[config.mk]
export PLATFORM = sky130hd
export DESIGN_NAME = c2c_ram
export DESIGN_NICKNAME = d
export VERILOG_FILES = /design/src/c2c_ram.sv
export SDC_FILE = /design/constraint.sdc
export NUM_CORES = 1
export LEC_CHECK = 0
export BUFFER_PORTS_ARGS = -buffer_cell sky130_fd_sc_hd__buf_2
export CELL_PAD_IN_SITES_DETAIL_PLACEMENT = 1
export CELL_PAD_IN_SITES_GLOBAL_PLACEMENT = 2
export CORE_MARGIN = 2
export CORE_UTILIZATION = 50
export CTS_BUF_LIST = sky130_fd_sc_hd__clkbuf_16
export DETAILED_ROUTE_END_ITERATION = 16
export PLACE_DENSITY_LB_ADDON = 0.12
export SLEW_MARGIN = 20
export SYNTH_ARGS = -nofsm -noshare
export SYNTH_HDL_FRONTEND = slang
export SYNTH_SLANG_ARGS = --single-unit
[constraint.sdc]
create_clock -name clk -period 3.3 [get_ports clk]
set_input_delay 0.66 -clock clk [delete_from_list [all_inputs] [get_ports clk]]
set_output_delay 0.66 -clock clk [all_outputs]
set_load 0.1 [all_outputs]
[src/c2c_ram.sv]
// Generic simple dual-port RAM: one write port, one read port, registered read.
// Stand-alone; no package needed.
module c2c_ram #(
  parameter int WIDTH = 8,
  parameter int DEPTH = 16,
  localparam int AddrW = (DEPTH > 1) ? $clog2(DEPTH) : 1
) (
  input  logic             clk,
  input  logic             wr_en,
  input  logic [AddrW-1:0] wr_addr,
  input  logic [WIDTH-1:0] wr_data,
  input  logic [AddrW-1:0] rd_addr,
  output logic [WIDTH-1:0] rd_data
);

  logic [WIDTH-1:0] mem [DEPTH];
  logic [WIDTH-1:0] rd_data_r;

  always_ff @(posedge clk) begin
    if (wr_en) begin
      mem[wr_addr] <= wr_data;
    end
    rd_data_r <= mem[rd_addr];
  end

  assign rd_data = rd_data_r;

endmodule

==> results by group, run 1 <==
Setup path
  – Startpoint Class: input pin
  – Crit Path Max Fanout: 16
  – Cell count of the worst reg-to-reg path: 3
  – Data arrival, critical path: 2.40 ns
  – Crit path cell chain: buf_2 > buf_4 > mux4_1 > a22oi_1 > nand2_1
  – CP max stage delay: 0.57 ns
  – R2R setup slack: 1.85 ns
  – CP Class: input pin to register
  – Worst flop-to-flop path startpoint: mem[9][4]
  – Critical path's slowest cell: mux4_1
  – Worst Path Required: 3.59 ns
  – Nature of the critical path endpoint: register
  – RR Endpoint: rd_data[4]

STA
  – Fin Setup TNS: 0 ns
  – Unrepaired setup endpoints after global routing: false
  – Final setup viols: 0
  – Clk_skew: 0.00515 ns
  – Worst hold margin: 0.639 ns
  – Final worst slack: 1.18 ns
  – Fin crit share: 64.1%
  – Relative slew margins: 31.6%
  – Max frequency: 473 MHz
  – Fin crit period: 2.12 ns
  – Final slew viol count: 0
  – Worst Tran Pin Value: 1.02 ns
  – Final number of hold-violating endpoints: 0

Worst hold path
  – Hold_sp: wr_data[0]
  – Hold path cells: 1
  – Hold endpoint: mem[1][0]
  – Worst Hold Class: input pin to register

CTS
  – Clock Pin Slew Worst Setup and Hold Paths: 0.06 ns
  – TritonCTS buffer count: 17
  – Root buf cell: clkbuf_16
  – Clk sinks: 136
  – Number of setup buffers added after CTS: 0
  – Post-CTS sizing: 0
  – Post-CTS Hold Fix Bufs: 0
  – Clock Latency Late Sink: 0.41 ns
  – CTS max path bufs: 2
  – CTS tree: built
  – # H-tree levels: 4

Synth
  – Synth Cell Area: 5150 um^2
  – Seq/Total Area, Yosys: 77.8%
  – Synthesis Warnings: 0
  – Syn nets: 247
  – Ranking of synthesized cells by area: edfxtp_1 75%, mux4_2 7.9%, mux4_1 7.1%
  – Cell variety after synth: 19
  – Post-Syn Area per Cell: 22.5 um^2
  – Area share of the largest cell type after synthesis: 74.7%
  – Synthesized flop and latch total: 136
  – Largest area contributor in the netlist: edfxtp_1
  – Post-synthesis cell count: 229

Drt
  – Met3 WL post-DR: 396 um
  – WL per Instance: 25.8 um
  – 1st-iter DRT viols: 151
  – Wirelength, routed: 10,900 um
  – Met2 WL post-DR: 5570 um
  – DRC Markers: 0
  – First-pass DRT Iterations: 4
  – Drt via density: 5.77
  – Routed via count: 2,440
  – WL met1: 4870 um
  – DRT antenna net count: 0
  – Highest metal layer with signal wires: met4

Place
  – Detailed placement HPWL: 6890 um
  – Dpl cells: 391
  – Routability Congestion: 0.711
  – Port buffer count: 25
  – Pre-CTS setup slack: 0.720 ns

Finish
  – Most common cell after layout, fill and taps aside: edfxtp_1
  – Final-stage net count: 292
  – Most frequent cells in the layout: 128 x edfxtp_1, 25 x buf_2, 18 x mux4_2
  – Antenna diodes: 0
  – Area grow syn2layout: 16.7%
  – Layout cells sized above 1: 27.9%
  – Layout Cells excl Fill: 423

Die
  – Die height: 105 um
  – DIE WIDTH: 105 um
  – Core region area: 10,100 um^2
  – IO Count: 26
  – Starting Density: 50.8%
  – Total die area: 11,100 um^2
  – Rows: 37

Outcome
  – Status: complete, no violations

Power
  – Power Dens Cells: 670 nW/um^2
  – Peak VDD IR: 325 uV
  – Leakage: 2.04 nW

GRT
  – GRT Total Usage: 21.6%
  – Total gr overflow: 0
  – Initial antenna violation count: 0
  – First-pass GRT wire length: 16,800 um
  – Largest net degree at the start of global routing: 33
  – Vias in the first global route: 2,705

Job
  – Max-cap violations: 0
worst max-delay path, delay by kind of cell:
family	cells	cell delay, ns
compound gates	1	0.30
buf+inv	2	0.75
mux	1	0.57
simple gates	1	0.09
power breakdown:
part / switching [mW] / leakage (nW) / total, mW / internal [mW]
clock network: 0.659 / 0.290 / 1.82 / 1.16
logic: 0.186 / 0.528 / 0.258 / 0.0724
registers: 0.0130 / 1.22 / 1.95 / 1.93
through the flow:
stage / utilization [%] / power [mW] / instance area, um^2
after CTS: 59.3 / 4.05 / 6010
after floorplan: - / 2.16 / 5150
final: 59.3 / 4.02 / 6010
after global placement: 53.6 / 2.23 / 5440
after global routing: 59.3 / 4.14 / 6010
after detailed placement: 53.6 / 2.24 / 5440
cell usage after synthesis:
master	n
edfxtp_1	128
dfxtp_1	8
clkdlybuf4s25_2	3
nand3_1	1
nand3b_1	2
mux4_1	14
and2_1	1
nand2b_1	2
buf_6	3
nor3_1	4
or3b_2	1
nand2_1	9
nor2b_1	1
buf_2	3
a22oi_1	16
nor2_1	13
and2b_1	1
mux4_2	18
buf_4	1
worst max path at each step:
stage                           from          to  slack, ns  depth (start not counted)
after global routing      rd_addr[0]  rd_data[2]       1.10                          5
after CTS                 rd_addr[0]  rd_data[2]       1.16                          5
final                     rd_addr[0]  rd_data[2]       1.18                          5
after global placement    rd_addr[0]  rd_data[2]       0.75                          5
after floorplan           wr_addr[2]   mem[0][0]       1.15                          2
after detailed placement  rd_addr[0]  rd_data[2]       0.72                          5
flip-flops by register name (all words and copies together), names as in the netlist:
signal   flops
mem        128
rd_data      8
per-layer routing:
layer  track usage [%]  up-vias
li1                  -     1067
met1              29.9     1305
met2              34.4       61
met3              5.13        7
met4              6.76        0
met5                 0        -
cell families after synthesis:
kind of cell    after synthesis  synth area share [%]
mux                          32                  15.0
flops                       136                  77.8
compound gates               16                  2.33
simple gates                 35                  3.18
buf+inv                      10                  1.68
final cells by class:
| type | count | area [um^2] |
|---|---|---|
| Clock buffer | 17 | 425 |
| Clock inverter | 15 | 144 |
| Fill cell | 848 | 4130 |
| Multi-Input combinational cell | 83 | 1060 |
| Sequential cell | 136 | 4000 |
| Tap cell | 136 | 170 |
| Timing Repair Buffer | 36 | 208 |
Note: power is estimated with default switching activity, not from simulation.
==> run 2: changes to the inputs <==
--- a/config.mk
+++ b/config.mk
@@ -9,7 +9,7 @@
 export CELL_PAD_IN_SITES_DETAIL_PLACEMENT = 1
 export CELL_PAD_IN_SITES_GLOBAL_PLACEMENT = 2
 export CORE_MARGIN = 2
-export CORE_UTILIZATION = 50
+export CORE_UTILIZATION = 43
 export CTS_BUF_LIST = sky130_fd_sc_hd__clkbuf_16
 export DETAILED_ROUTE_END_ITERATION = 16
 export PLACE_DENSITY_LB_ADDON = 0.12
==> constraint.sdc (replaced) <==
create_clock -name clk -period 1.85 [get_ports clk]
set_input_delay 0.37 -clock clk [delete_from_list [all_inputs] [get_ports clk]]
set_output_delay 0.37 -clock clk [all_outputs]
set_load 0.1 [all_outputs]
==> run 2 against run 1 <==
Effect of this change:
- setup slack lost 0.91 ns
- power grew 71%
- critical endpoint is now rd_data[5]
- clock skew is essentially flat
- non-clock buffer count grew 16
- worst hold slack lost 0.29 ns
- global-route usage shrank 3.3 points
- critical path depth shrank 4
==> results by group, run 2 (synthesis results as in run 1) <==
Finish
  – Most common cell after layout, fill and taps aside: edfxtp_1 (unchanged)
  – Layout filler cell count: 1,048 (was 848)
  – Register with the most flip-flops: mem (unchanged)
  – Core Util, Final: 52.9% (was 59.3%)
  – Area grow syn2layout: 18.9% (was 16.7%)
  – Final-stage net count: 308 (was 292)
  – Layout Cells excl Fill: 445 (was 423)
  – Most frequent cells in the layout: 128 x edfxtp_1, 25 x buf_2, 24 x buf_4 (was 128 x edfxtp_1, 25 x buf_2, 18 x mux4_2)
  – Number of flip-flops in the largest register: 128 (unchanged)
  – Layout cells sized above 1: 31.1% (was 27.9%)
  – Antenna diodes: 0 (unchanged)

CTS
  – Clock Latency Late Sink: 0.41 ns (about the same)
  – Clk sinks: 136 (unchanged)
  – TritonCTS buffer count: 17 (unchanged)
  – Clock Pin Slew Worst Setup and Hold Paths: 0.06 ns (about the same)
  – CTS max path bufs: 2 (unchanged)
  – Post-CTS sizing: 0 (unchanged)
  – CTS tree: built (unchanged)
  – # H-tree levels: 4 (unchanged)
  – Root buf cell: clkbuf_16 (unchanged)
  – Number of setup buffers added after CTS: 0 (unchanged)
  – Post-CTS Hold Fix Bufs: 0 (unchanged)

GRT
  – Largest net degree at the start of global routing: 33 (unchanged)
  – GRT Total Usage: 18.3% (was 21.6%)
  – First-pass GRT wire length: 16,300 um (was 16,800 um)
  – Total gr overflow: 0 (unchanged)
  – Vias in the first global route: 2,576 (was 2,705)
  – Initial antenna violation count: 0 (unchanged)

Die
  – Die height: 113 um (was 105 um)
  – Starting Density: 44.5% (was 50.8%)
  – DIE WIDTH: 113 um (was 105 um)
  – Total die area: 12,900 um^2 (was 11,100 um^2)
  – Rows: 39 (was 37)
  – Core region area: 11,600 um^2 (was 10,100 um^2)
  – IO Count: 26 (unchanged)

Drt
  – DRT antenna net count: 0 (unchanged)
  – Routed via count: 2,465 (was 2,440)
  – Drt via density: 5.54 (was 5.77)
  – Wirelength, routed: 10,700 um (was 10,900 um)
  – DRC Markers: 0 (unchanged)
  – 1st-iter DRT viols: 97 (was 151)
  – WL per Instance: 24.2 um (was 25.8 um)
  – First-pass DRT Iterations: 4 (unchanged)

Power
  – Leakage: 2.13 nW (was 2.04 nW)
  – Power Dens Cells: 1120 nW/um^2 (was 670 nW/um^2)
  – Total power: 6.87 mW (was 4.02 mW)
  – Peak VDD IR: 691 uV (was 325 uV)

Place
  – Detailed placement HPWL: 6850 um (was 6890 um)
  – Routability Congestion: 0.705 (was 0.711)
  – Pre-CTS setup slack: -0.0221 ns (was 0.720 ns)
  – Port buffer count: 25 (unchanged)
  – Dpl cells: 414 (was 391)

Setup path
  – Worst Path Required: 1.48 ns (was 3.59 ns)
  – Startpoint Class: register (was input pin)
  – Top delay family on crit path: buffers and inverters (unchanged)
  – Critical path's slowest cell: buf_2 (was mux4_1)
  – CP endpoint: rd_data[5] (was rd_data[2])
  – CP Class: register to output pin (was input pin to register)
  – Nature of the critical path endpoint: output pin (was register)
  – R2R setup slack: 0.48 ns (was 1.85 ns)
  – WP buf/inv: 1 (was 2)
  – Crit path cell chain: buf_2 (was buf_2 > buf_4 > mux4_1 > a22oi_1 > nand2_1)
  – RR Endpoint: rd_data[7] (was rd_data[4])
  – CP max stage delay: 0.44 ns (was 0.57 ns)
  – Crit Path Max Fanout: 1 (was 16)
  – Data arrival, critical path: 1.21 ns (was 2.40 ns)
  – Worst flop-to-flop path startpoint: mem[10][7] (was mem[9][4])
  – Cell count of the worst reg-to-reg path: 3 (unchanged)
  – Worst setup startpoint: rd_data[5] (was rd_addr[0])
  – CP Depth: 1 (was 5)

Worst hold path
  – Worst Hold Class: input pin to register (unchanged)

STA
  – Unrepaired setup endpoints after global routing: false (unchanged)
  – Final worst slack: 0.274 ns (was 1.18 ns)
  – Worst Tran Pin Value: 0.812 ns (was 1.02 ns)
  – Max frequency: 635 MHz
  – Clk_skew: 0.00484 ns (was 0.00515 ns)
  – Final slew viol count: 0 (unchanged)
  – Relative slew margins: 45.6% (was 31.6%)
  – Final number of hold-violating endpoints: 0 (unchanged)
  – Final setup viols: 0 (unchanged)
  – Fin crit share: 85.2%
  – Fin crit period: 1.58 ns
  – Worst hold margin: 0.350 ns (was 0.639 ns)

Outcome
  – Status: complete, no violations (unchanged)

Job
  – Max-cap violations: 0 (unchanged)
## run 2: cell count changes in the layout (fill, tap and decap cells not counted), moves of 2 or more
cell       before  now
buf_12          0    3
buf_4          11   24
bufinv_16       3    1
clkinv_1        4    2
inv_1           3    7
## run 2: how the worst min path moves through the flow
| stage | start | end | slack (ns) | cells after the start |
|---|---|---|---|---|
| after CTS | wr_data[2] | mem[1][2] | 0.34 | 1 |
| after detailed placement | mem[8][2] | rd_data[2] | 0.67 | 3 |
| after floorplan | wr_data[0] | mem[0][0] | 0.47 | 0 |
| after global placement | mem[3][2] | rd_data[2] | 0.67 | 3 |
| final | wr_data[2] | mem[1][2] | 0.35 | 1 |
| after global routing | wr_data[2] | mem[1][2] | 0.36 | 1 |
## run 2: layout make-up
type                       instances  area [um^2]  share of cell area (%)
timing repair buffer              52          365                    5.97
multi-input combinational         83         1060                    17.4
sequential                       136         4000                    65.4
clock inverter                    14         83.8                    1.37
tap                              143          179                    2.92
clock buffer                      17          425                    6.95
## run 2: metrics by stage
step | cell area (um^2) | TNS (ns)
after floorplan | 5150 | 0
after global placement | 5610 | 0
after detailed placement | 5610 | -0.0221
after CTS | 6120 | 0
after global routing | 6120 | 0
final | 6120 | 0
## run 2: power by group
part	internal (mW)	switching (mW)	total [mW]	leakage [nW]
combinational	0.154	0.335	0.489	0.624
sequential	3.45	0.0201	3.47	1.22
clock	1.78	1.13	2.91	0.280
## run 2: routing by layer
metal / global-route usage, % / wire length, um / vias up
met3: 4.52 / 386 / 13
met5: 0 / 0 / -
met4: 6.83 / 154 / 0
met1: 26.0 / 5030 / 1304
met2: 27.8 / 5180 / 57
li1: - / - / 1091
